$ cat config.mk
export PLATFORM = sky130hd
export DESIGN_NAME = soa_divider
export DESIGN_NICKNAME = d
export VERILOG_FILES = /design/src/slab_object_allocator_assert.svh /design/src/soa_divider.sv
export SDC_FILE = /design/constraint.sdc
export NUM_CORES = 1
export LEC_CHECK = 0
export BUFFER_PORTS_ARGS = -buffer_cell sky130_fd_sc_hd__buf_2
export CAP_MARGIN = 20
export CORE_ASPECT_RATIO = 1.1
export CORE_MARGIN = 4
export CORE_UTILIZATION = 56
export CTS_BUF_LIST = sky130_fd_sc_hd__clkbuf_4
export DETAILED_ROUTE_END_ITERATION = 8
export PLACE_DENSITY = 0.82
export SYNTH_ARGS = -nofsm -noshare
export SYNTH_HDL_FRONTEND = slang
export SYNTH_SLANG_ARGS = --single-unit
$ cat constraint.sdc
create_clock -name clk -period 3.2 [get_ports clk]
set_input_delay 0.64 -clock clk [delete_from_list [all_inputs] [get_ports clk]]
set_output_delay 0.64 -clock clk [all_outputs]
set_load 0.02 [all_outputs]
$ cat src/slab_object_allocator_assert.svh
// ----------------------------------------------------------------------------
// Slab object allocator assertion macros
// Concurrent checks sampled on clk and disabled while rst is high.
// ----------------------------------------------------------------------------
`ifndef SLAB_OBJECT_ALLOCATOR_ASSERT_SVH
`define SLAB_OBJECT_ALLOCATOR_ASSERT_SVH

// same-cycle implication
`define SOA_ASSERT_NOW(name, ante, cons) \
  name: assert property (@(posedge clk) disable iff (rst) (ante) |-> (cons)) \
    else $error("slab allocator check failed");

// next-cycle implication
`define SOA_ASSERT_NEXT(name, ante, cons) \
  name: assert property (@(posedge clk) disable iff (rst) (ante) |=> (cons)) \
    else $error("slab allocator check failed");

`endif

$ cat src/soa_divider.sv
// ----------------------------------------------------------------------------
// Slab object allocator divider
// Restoring divider, one quotient bit per cycle.
// ----------------------------------------------------------------------------
module soa_divider #(
  parameter int DIVIDEND_W = 15,
  parameter int DIVISOR_W  = 15
) (
  input  logic                  clk,
  input  logic                  rst,
  input  logic                  start,
  input  logic [DIVIDEND_W-1:0] dividend,
  input  logic [DIVISOR_W-1:0]  divisor,
  output logic                  busy,
  output logic [DIVIDEND_W-1:0] quotient,
  output logic [DIVISOR_W-1:0]  remainder
);

  localparam int CNT_W = $clog2(DIVIDEND_W + 1);

  logic [CNT_W-1:0]     cnt;
  logic [DIVISOR_W:0]   rem;
  logic [DIVISOR_W-1:0] dvs;
  logic [DIVISOR_W:0]   shifted;
  logic                 take;

  assign shifted   = {rem[DIVISOR_W-1:0], quotient[DIVIDEND_W-1]};
  assign take      = shifted >= {1'b0, dvs};
  assign remainder = rem[DIVISOR_W-1:0];

  always_ff @(posedge clk) begin
    if (rst) begin
      busy <= 1'b0;
      cnt  <= '0;
    end else if (start) begin
      busy <= 1'b1;
      cnt  <= CNT_W'(DIVIDEND_W);
    end else if (busy) begin
      cnt <= cnt - 1'b1;
      if (cnt == CNT_W'(1)) begin
        busy <= 1'b0;
      end
    end
  end

  always_ff @(posedge clk) begin
    if (start) begin
      quotient <= dividend;
      rem      <= '0;
      dvs      <= divisor;
    end else if (busy) begin
      quotient <= {quotient[DIVIDEND_W-2:0], take};
      rem      <= take ? shifted - {1'b0, dvs} : shifted;
    end
  end

endmodule

==> metrics.md <==
| Metric | Value |
|---|---|
| Seq cells post-synth | `50` |
| Cts-stage hold buffer count | `0` |
| Area leader, netlist | `edfxtp_1` |
| Clock share of power | `0.225` |
| Worst Hold Depth | `1` |
| Max Cap Violations | `0` |
| Vias | `2271` |
| Utilization after layout | `0.682` |
| Sw frac | `0.321` |
| Syn_nets | `327` |
| GRT Overall Usage | `0.194` |
| Grt total ovfl | `0` |
| Inserted Diodes | `0` |
| Number of iterations in the first detailed-routing pass | `4` |
| CTS tree | `built` |
| Final slew viol count | `0` |
| Minimum clock period | `2.76 ns` |
| Sequential-to-total area share from yosys stat | `0.458` |
| PD cells | `510 mW/mm²` |
| Async set-or-reset flop fraction in the synthesized netlist | `0` |
| Area of the die | `0.00628 mm²` |
| Die H | `82.7 µm` |
| Main synth FF type | `edfxtp_1` |
| Routed Wire Length | `5820 µm` |
| Drt wl/cell | `14.7 µm` |
| FF-to-FF path depth | `10` |
| Iter 0 DRT Violations | `136` |
| Hpwl dp | `4350 µm` |
| PortBufs | `63` |
| Post-CTS Resized | `0` |
| Worst Clk Skew | `0.0138 ns` |
| Avg Cell Area, Syn | `10.3 µm²` |
| Required time of the critical path | `3.47 ns` |
| Tot Pwr | `1660 µW` |
| Die Width | `75.9 µm` |
| Initial Utilization | `0.594` |
| Worst reg2reg path endpoint | `rem[1]` |
| Slew margin rel. | `0.576` |
| Layout cell share with drive strength beyond 1 | `0.289` |
| Worst Hold Class | `input pin to flip-flop` |
| Site row count | `26` |
| Crit path launch type | `flip-flop` |
| Postcts setup bufs | `0` |
| Status | `finished, final reports clean` |
| Area delta synth->final | `14.8%` |
| Hold Crit Endpoint | `dvs[8]` |
| Core area | `0.00478 mm²` |
| Worst Path Max Fanout | `15` |
| Top post-synthesis cells by area | `edfxtp_1, dfxtp_1, ha_1, mux2_2, nor2_1` |
| Global placement routability congestion | `0.893` |
| Synth Cell Area | `0.00284 mm²` |
| Int Power | `1130 µW` |
| I/O Pins | `64` |
| Final period util | `0.863` |
| Root Buffer | `clkbuf_4` |
| Slew @ Worst Pin | `0.635 ns` |
| Fmax | `0.362 GHz` |
| Largest net degree at the start of global routing | `32` |
| Setup TNS | `0 ns` |
| VDD IR max | `0.308 mV` |
| First-pass GRT wire length | `10000 µm` |
| Hold path startpoint | `divisor[8]` |
| Area share of the largest cell type after synthesis | `0.317` |
| ANT nets after route | `0` |
| Filler cells | `363` |
| Hold Vio Cnt, Final | `0` |
| Reg2reg start | `quotient[14]` |
| RSZ-0062 raised after global routing | `no` |
| Lkg Pwr | `0.00147 µW` |
| Comb pwr share | `0.298` |
| Reg clk slew, reported paths | `0.15 ns` |
| Clock Tree Buf Depth | `2` |
| Number of global-route vias before repair | `2323` |
| Crit path DAT | `3.03 ns` |
| Yosys Warn Count | `0` |
| Hold slack | `0.439 ns` |
| Net Sw Power | `534 µW` |
| Skew-Pair Late Insertion Delay | `0.36 ns` |
| CP Capture Type | `flip-flop` |
| Worst R2R Setup Slack | `0.44 ns` |
| TritonCTS buffer count | `5` |
| Initial antenna violation count | `0` |
| Syn Inst Count | `276` |
| Synth cell types | `51` |
| Post-synth EDFFs | `30` |
| Sequential Power Share | `0.477` |
| Residual DRC | `0` |
| Vias per Instance | `5.75` |
| Finish-stage setup viols | `0` |
| H-tree depth | `2` |
| Layout Nets | `389` |
| Critical path class | `flip-flop to flip-flop` |
| CTS Sinks | `50` |
## metrics by stage
step / instance area (µm²) / worst slack, ns / cells
finish: 3260 / 0.438 / 395
global placement: 3180 / 0.568 / 387
floorplan: 2840 / 0.565 / 276
detailed placement: 3180 / 0.453 / 387
global route: 3260 / 0.287 / 395
CTS: 3260 / 0.427 / 395
## per-layer routing
metal | up-vias | GRT usage | part of all wire
met5 | - | 0 | 0
met4 | 0 | 0.0907 | 0.024
met3 | 15 | 0.0586 | 0.079
met2 | 82 | 0.334 | 0.49
met1 | 1048 | 0.223 | 0.41
li1 | 1126 | - | -
## kinds of logic after synthesis
group,Yosys count,share of synthesized area
multiplexers,16,0.0626
buffers and inverters,33,0.0555
flip-flops,50,0.458
XOR/XNOR,11,0.0339
AND/OR/NAND/NOR,89,0.145
AO/OA/AOI/OAI,59,0.163
adder cells (fa/ha/maj),18,0.0819
## cells in the mapped netlist, drive strengths merged, types with 2 or more instances
master,n
ha,17
o211ai,2
nand2,30
a31oi,2
nor2,34
a311oi,14
clkbuf,5
nor3b,2
xor2,6
nand3,6
mux2i,2
dfxtp,20
o21ai,6
nand4,2
buf,7
edfxtp,30
nand2b,5
inv,21
a21oi,13
a211oi,2
o21a,3
xnor2,5
mux2,14
a21o,7
## final cells by class
class,instances,area [µm²],area share
multi-input cells,193,1380,0.424
inverters,21,78.8,0.0242
repair buffers,67,345,0.106
well taps,56,70.1,0.0215
clock inverters,2,37.5,0.0115
clock buffers,6,45.0,0.0138
flip-flops and latches,50,1300,0.399
## state kept, by name (all words and copies together), names as in the netlist
| signal | flops |
|---|---|
| dvs | 15 |
| cnt | 4 |
| rem | 15 |
| quotient | 15 |
| busy | 1 |
## how the worst max path moves through the flow
stage                 startpoint     end  slack [ns]
detailed placement  quotient[14]  rem[1]        0.45
global placement    quotient[14]  rem[1]        0.57
finish              quotient[14]  rem[1]        0.44
global route        quotient[14]  rem[1]        0.29
floorplan           quotient[14]  rem[1]        0.57
CTS                 quotient[14]  rem[1]        0.43
## power by group through the flow
stage / registers [µW] / logic (µW) / clock network (µW)
2_1_floorplan: 848 / 327 / 0
3_3_place_gp: 806 / 481 / 0
3_5_place_dp: 808 / 493 / 0
4_1_cts: 795 / 497 / 383
5_1_grt: 804 / 552 / 412
6_report: 794 / 495 / 374
## worst max-delay path: stages, from the launching register on
cell      delay [ns]
edfxtp_1        0.39
inv_1           0.05
ha_1            0.22
fa_1            0.39
nand2b_1        0.19
a21o_1          0.20
a21oi_2         0.19
o211ai_2        0.15
a22o_4          0.33
or4b_1          0.48
o311ai_1        0.09
## cell usage in the layout, fill, tap and decap left out, drive strengths merged, types with 2 or more instances in the layout
cell    count
nand2b      5
edfxtp     30
mux2i       2
a21o        7
o21ai       6
xor2        6
a211oi      2
buf        67
clkbuf      6
a21oi      13
a31oi       2
a311oi     14
o21a        3
nand2      30
nor3b       2
xnor2       5
nand3       6
dfxtp      20
nor2       34
mux2       14
nand4       2
inv        21
o211ai      2
ha         17
(Power assumes the default switching activity.)
