File: config.mk
export PLATFORM = sky130hd
export DESIGN_NAME = soa_slab_store
export DESIGN_NICKNAME = d
export VERILOG_FILES = /design/src/slab_object_allocator_assert.svh /design/src/soa_slab_store.sv
export SDC_FILE = /design/constraint.sdc
export NUM_CORES = 1
export LEC_CHECK = 0
export BUFFER_PORTS_ARGS = -buffer_cell sky130_fd_sc_hd__buf_2
export CORE_MARGIN = 3
export CORE_UTILIZATION = 60
export DETAILED_ROUTE_END_ITERATION = 10
export HOLD_SLACK_MARGIN = 0.1
export PLACE_DENSITY = 0.77
export REMOVE_ABC_BUFFERS = 1
export SLEW_MARGIN = 0
export SYNTH_ARGS = -nofsm -noshare
export SYNTH_HDL_FRONTEND = slang
export SYNTH_SLANG_ARGS = --single-unit
File: constraint.sdc
create_clock -name clk -period 10.45 [get_ports clk]
set_input_delay 0 -clock clk [delete_from_list [all_inputs] [get_ports clk]]
set_output_delay 0 -clock clk [all_outputs]
set_load 0.03 [all_outputs]
File: src/slab_object_allocator_assert.svh
// ----------------------------------------------------------------------------
// Slab object allocator assertion macros
// Concurrent checks sampled on clk and disabled while rst is high.
// ----------------------------------------------------------------------------
`ifndef SLAB_OBJECT_ALLOCATOR_ASSERT_SVH
`define SLAB_OBJECT_ALLOCATOR_ASSERT_SVH

// same-cycle implication
`define SOA_ASSERT_NOW(name, ante, cons) \
  name: assert property (@(posedge clk) disable iff (rst) (ante) |-> (cons)) \
    else $error("slab allocator check failed");

// next-cycle implication
`define SOA_ASSERT_NEXT(name, ante, cons) \
  name: assert property (@(posedge clk) disable iff (rst) (ante) |=> (cons)) \
    else $error("slab allocator check failed");

`endif

File: src/soa_slab_store.sv
// ----------------------------------------------------------------------------
// Slab object allocator slab store
// Per-slab record memory with a flag vector of slabs that can allocate.
// ----------------------------------------------------------------------------
module soa_slab_store #(
  parameter int MAX_SLABS = 16,
  parameter int SIDX_W    = 4,
  parameter int CNT_W     = 12,
  parameter int IDX_W     = 11
) (
  input  logic              clk,
  input  logic              rst,
  input  logic              rd_en,
  input  logic [SIDX_W-1:0] rd_addr,
  output logic [CNT_W-1:0]  rd_free,
  output logic [CNT_W-1:0]  rd_untouched,
  output logic [IDX_W-1:0]  rd_head,
  output logic              rd_head_valid,
  input  logic              wr_en,
  input  logic [SIDX_W-1:0] wr_addr,
  input  logic [CNT_W-1:0]  wr_free,
  input  logic [CNT_W-1:0]  wr_untouched,
  input  logic [IDX_W-1:0]  wr_head,
  input  logic              wr_head_valid,
  output logic              any_avail,
  output logic [SIDX_W-1:0] first_avail
);

  localparam int REC_W = 2 * CNT_W + IDX_W + 1;

  logic [REC_W-1:0]     mem [MAX_SLABS];
  logic [REC_W-1:0]     rd_q;
  logic [MAX_SLABS-1:0] avail;

  assign {rd_free, rd_untouched, rd_head, rd_head_valid} = rd_q;
  assign any_avail = |avail;

  always_ff @(posedge clk) begin
    if (wr_en) begin
      mem[wr_addr] <= {wr_free, wr_untouched, wr_head, wr_head_valid};
    end
    if (rd_en) begin
      rd_q <= mem[rd_addr];
    end
  end

  always_ff @(posedge clk) begin
    if (rst) begin
      avail <= '0;
    end else if (wr_en) begin
      avail[wr_addr] <= (wr_free != '0) && (wr_head_valid || (wr_untouched != '0));
    end
  end

  always_comb begin
    first_avail = '0;
    for (int i = MAX_SLABS - 1; i >= 0; i--) begin
      if (avail[i]) begin
        first_avail = SIDX_W'(i);
      end
    end
  end

endmodule

==> impl_metrics.env <==
export IMPL_worst_path_buf_inv=3
export IMPL_ant_nets=0
export IMPL_clk_path_buf_depth=3
export IMPL_fmax_mhz=354
export IMPL_routed_via_density=6.52
export IMPL_synth_cells=1040
export IMPL_clock_latency_ns=0.60
export IMPL_gp_congestion=0.825
export IMPL_fp_dieW_um=204
export IMPL_dpl_hpwl_mm=23.4
export IMPL_yosys_warnings=0
export IMPL_tightest_slew_ns=1.19
export IMPL_die_h_um=204
export IMPL_crit_cells=6
export IMPL_final_max_slew_viol_count=0
export IMPL_start_util=0.616
export IMPL_clock_skew_ns=0.00718
export IMPL_antenna_found_initial=2
export IMPL_ys_seq_area_frac=0.795
export IMPL_detail_route_wl_per_cell_um=29.3
export IMPL_ff_latch_area_mm2=0.0187
export IMPL_grt_pass1_vias=12175
export IMPL_grt_pass1_wl_mm=77.6
export IMPL_rows=71
export IMPL_drive_above_1_share=0.289
export IMPL_ir_drop_uv=148
export IMPL_critPathArrivalTime_ns=3.17
export IMPL_r2r_slack_ns=8.59
export IMPL_grt_setup_unrepaired="false"
export IMPL_fin_nets=1254
export IMPL_avgSynthCellArea_um2=22.6
export IMPL_root_buffer="clkbuf_16"
export IMPL_track_usage=0.258
export IMPL_port_buffers=88
export IMPL_drc=0
export IMPL_r2r_start="mem[0][34]$_DFFE_PP_"
export IMPL_post_cts_setup_buffers=0
export IMPL_drt_pass1_iter_count=5
export IMPL_setup_tns_ns=0
export IMPL_totalPowerFinal_mw=5.18
export IMPL_ios=89
export IMPL_synth_seq_cells=628
export IMPL_holdCritPathClass="primary input to flip-flop"
export IMPL_areaGrowthSynthToFinish_pct=14.7
export IMPL_crit_type="primary input to flip-flop"
export IMPL_ys_flop_type="edfxtp_1"
export IMPL_crit_top_cell="buf_4"
export IMPL_period_share=0.270
export IMPL_preCtsSetupSlack_ns=6.90
export IMPL_status="finished, final reports clean"
export IMPL_finalHoldViolCount=0
export IMPL_cp_slowest_stage_delay_ns=0.89
export IMPL_r2r_end="rd_q[34]$_DFFE_PP_"
export IMPL_cts_repair_resized=0
export IMPL_endpoint="rd_q[17]$_DFFE_PP_"
export IMPL_crit_start="rd_addr[0]"
export IMPL_setup_viol=0
export IMPL_synth_async_reset_ratio=0
export IMPL_setup_ws_ns=7.63
export IMPL_cpMaxStageDelayCell="buf_4"
export IMPL_multiInputGateArea_mm2=0.00468
export IMPL_critPathTopFamily="buffers and inverters"
export IMPL_maxSlewHeadroom=0.206
export IMPL_synth_edf_count=612
export IMPL_cp_required_ns=10.79
export IMPL_wl_mm=51.8
export IMPL_netlist_area_mm2=0.0235
export IMPL_crit_chain="buf_8, buf_4, buf_4, mux4_2, a22oi_1, nand2_1"
export IMPL_drv_cap=0
export IMPL_h_tree_depth=2
export IMPL_cts_tree="yes"
export IMPL_ys_types=33
export IMPL_grt_remaining_overflow=0
export IMPL_vias=11518
export IMPL_nFillCells=2246
export IMPL_drt_iter0_markers=1404
export IMPL_p_leak_nw=8.69
export IMPL_final_util=0.706
export IMPL_fin_crit_ns=2.82
export IMPL_critPathLaunchType="primary input"
export IMPL_cts_hold_buf=48
export IMPL_die_area_mm2=0.0416
export IMPL_cts_sinks=628
export IMPL_cts_clk_slew_worst_paths_ns=0.06
export IMPL_crit_fanout=52
export IMPL_grt_max_degree=80
export IMPL_endpoint_kind="flip-flop"
export IMPL_core_area_mm2=0.0382
export IMPL_r2r_cells=4
export IMPL_numCtsBuffers=59
export IMPL_power_density_mw_per_mm2=192
-- worst min-delay path by stage --
stage | endpoint | from | cells after the start | slack [ns]
finish | avail[7]$_SDFFE_PP0P_ | wr_addr[1] | 3 | 0.19
global placement | mem[11][9]$_DFFE_PP_ | wr_head[8] | 1 | 0.37
global route | avail[7]$_SDFFE_PP0P_ | wr_addr[1] | 3 | 0.20
floorplan | mem[0][0]$_DFFE_PP_ | wr_head_valid | 0 | 0.1
CTS | avail[7]$_SDFFE_PP0P_ | wr_addr[1] | 3 | 0.16
detailed placement | mem[8][4]$_DFFE_PP_ | wr_head[3] | 1 | 0.37
-- cells in the mapped netlist (all sizes together), types with 2 or more instances --
master / instances / area [um^2]
edfxtp: 612 / 18400
buf: 29 / 184
dfxtp: 16 / 320
nor2: 23 / 86.3
nand3: 3 / 15.0
nand4: 2 / 12.5
inv: 4 / 15.0
a22oi: 72 / 541
o41ai: 12 / 105
or3: 4 / 25.0
nand3b: 2 / 15.0
clkbuf: 25 / 93.8
nor2b: 3 / 18.8
nand2b: 10 / 62.6
o22ai: 4 / 25.0
mux4: 144 / 3240
a21oi: 4 / 20.0
o31ai: 2 / 15.0
nor3: 6 / 35.0
nand2: 42 / 158
nor4: 5 / 31.3
or3b: 9 / 78.8
-- cell usage in the layout, fill, tap and decap left out, types with 12 or more instances in the layout --
| cell type | count |
|---|---|
| dlygate4sd3_1 | 48 |
| a22oi_1 | 72 |
| edfxtp_1 | 612 |
| nand2_1 | 42 |
| dfxtp_1 | 16 |
| mux4_2 | 144 |
| o41ai_1 | 12 |
| buf_2 | 86 |
| clkbuf_1 | 13 |
| clkbuf_16 | 59 |
| buf_4 | 23 |
| clkinv_1 | 15 |
| nor2_4 | 13 |
| clkinv_2 | 12 |
-- where the power goes --
group	switching [mW]	internal (mW)	leakage, nW
clock network	0.882	1.16	0.902
logic	0.181	0.112	2.10
registers	0.0191	2.83	5.69
total	1.08	4.10	8.69
-- area by class of cell --
type	count	area share
clock buffer	72	0.0565
antenna	1	0.0000927
tap	511	0.0237
timing repair buffer	159	0.0411
inverter	4	0.000556
multi-input combinational	354	0.173
clock inverter	38	0.0117
sequential	628	0.693
-- routing by layer --
layer,global-route usage,vias to the layer above,wire length [um]
li1,-,4767,-
met1,0.370,5980,19400
met2,0.414,654,25900
met3,0.0492,115,4940
met4,0.0816,2,1510
met5,0,-,13
-- stage by stage --
step / hold WS, ns / cells / cell area [um^2]
floorplan: 0.0989 / 986 / 23300
global placement: 0.370 / 1608 / 24700
detailed placement: 0.375 / 1608 / 24700
CTS: 0.160 / 1766 / 27000
global route: 0.199 / 1767 / 27000
finish: 0.188 / 1767 / 27000
-- cell families (layout without fill, tap and decap cells) --
family | after synthesis | in the layout | synth area share
buffers and inverters | 58 | 273 | 0.0124
AO/OA/AOI/OAI | 98 | 98 | 0.0315
other | 0 | 1 | 0
AND/OR/NAND/NOR | 112 | 112 | 0.0237
multiplexers | 144 | 144 | 0.138
flip-flops | 628 | 628 | 0.795
-- state kept, by name, summed over array words and instances (netlist names) --
name	cells
mem	576
rd_q	36
avail	16
-- worst reg2reg max path: stages (launching register included) --
cell           delay [ns]
edfxtp_1             0.38
mux4_2               0.46
a22oi_1              0.16
dlygate4sd3_1        0.56
nand2_1              0.05
(Power assumes the default switching activity.)
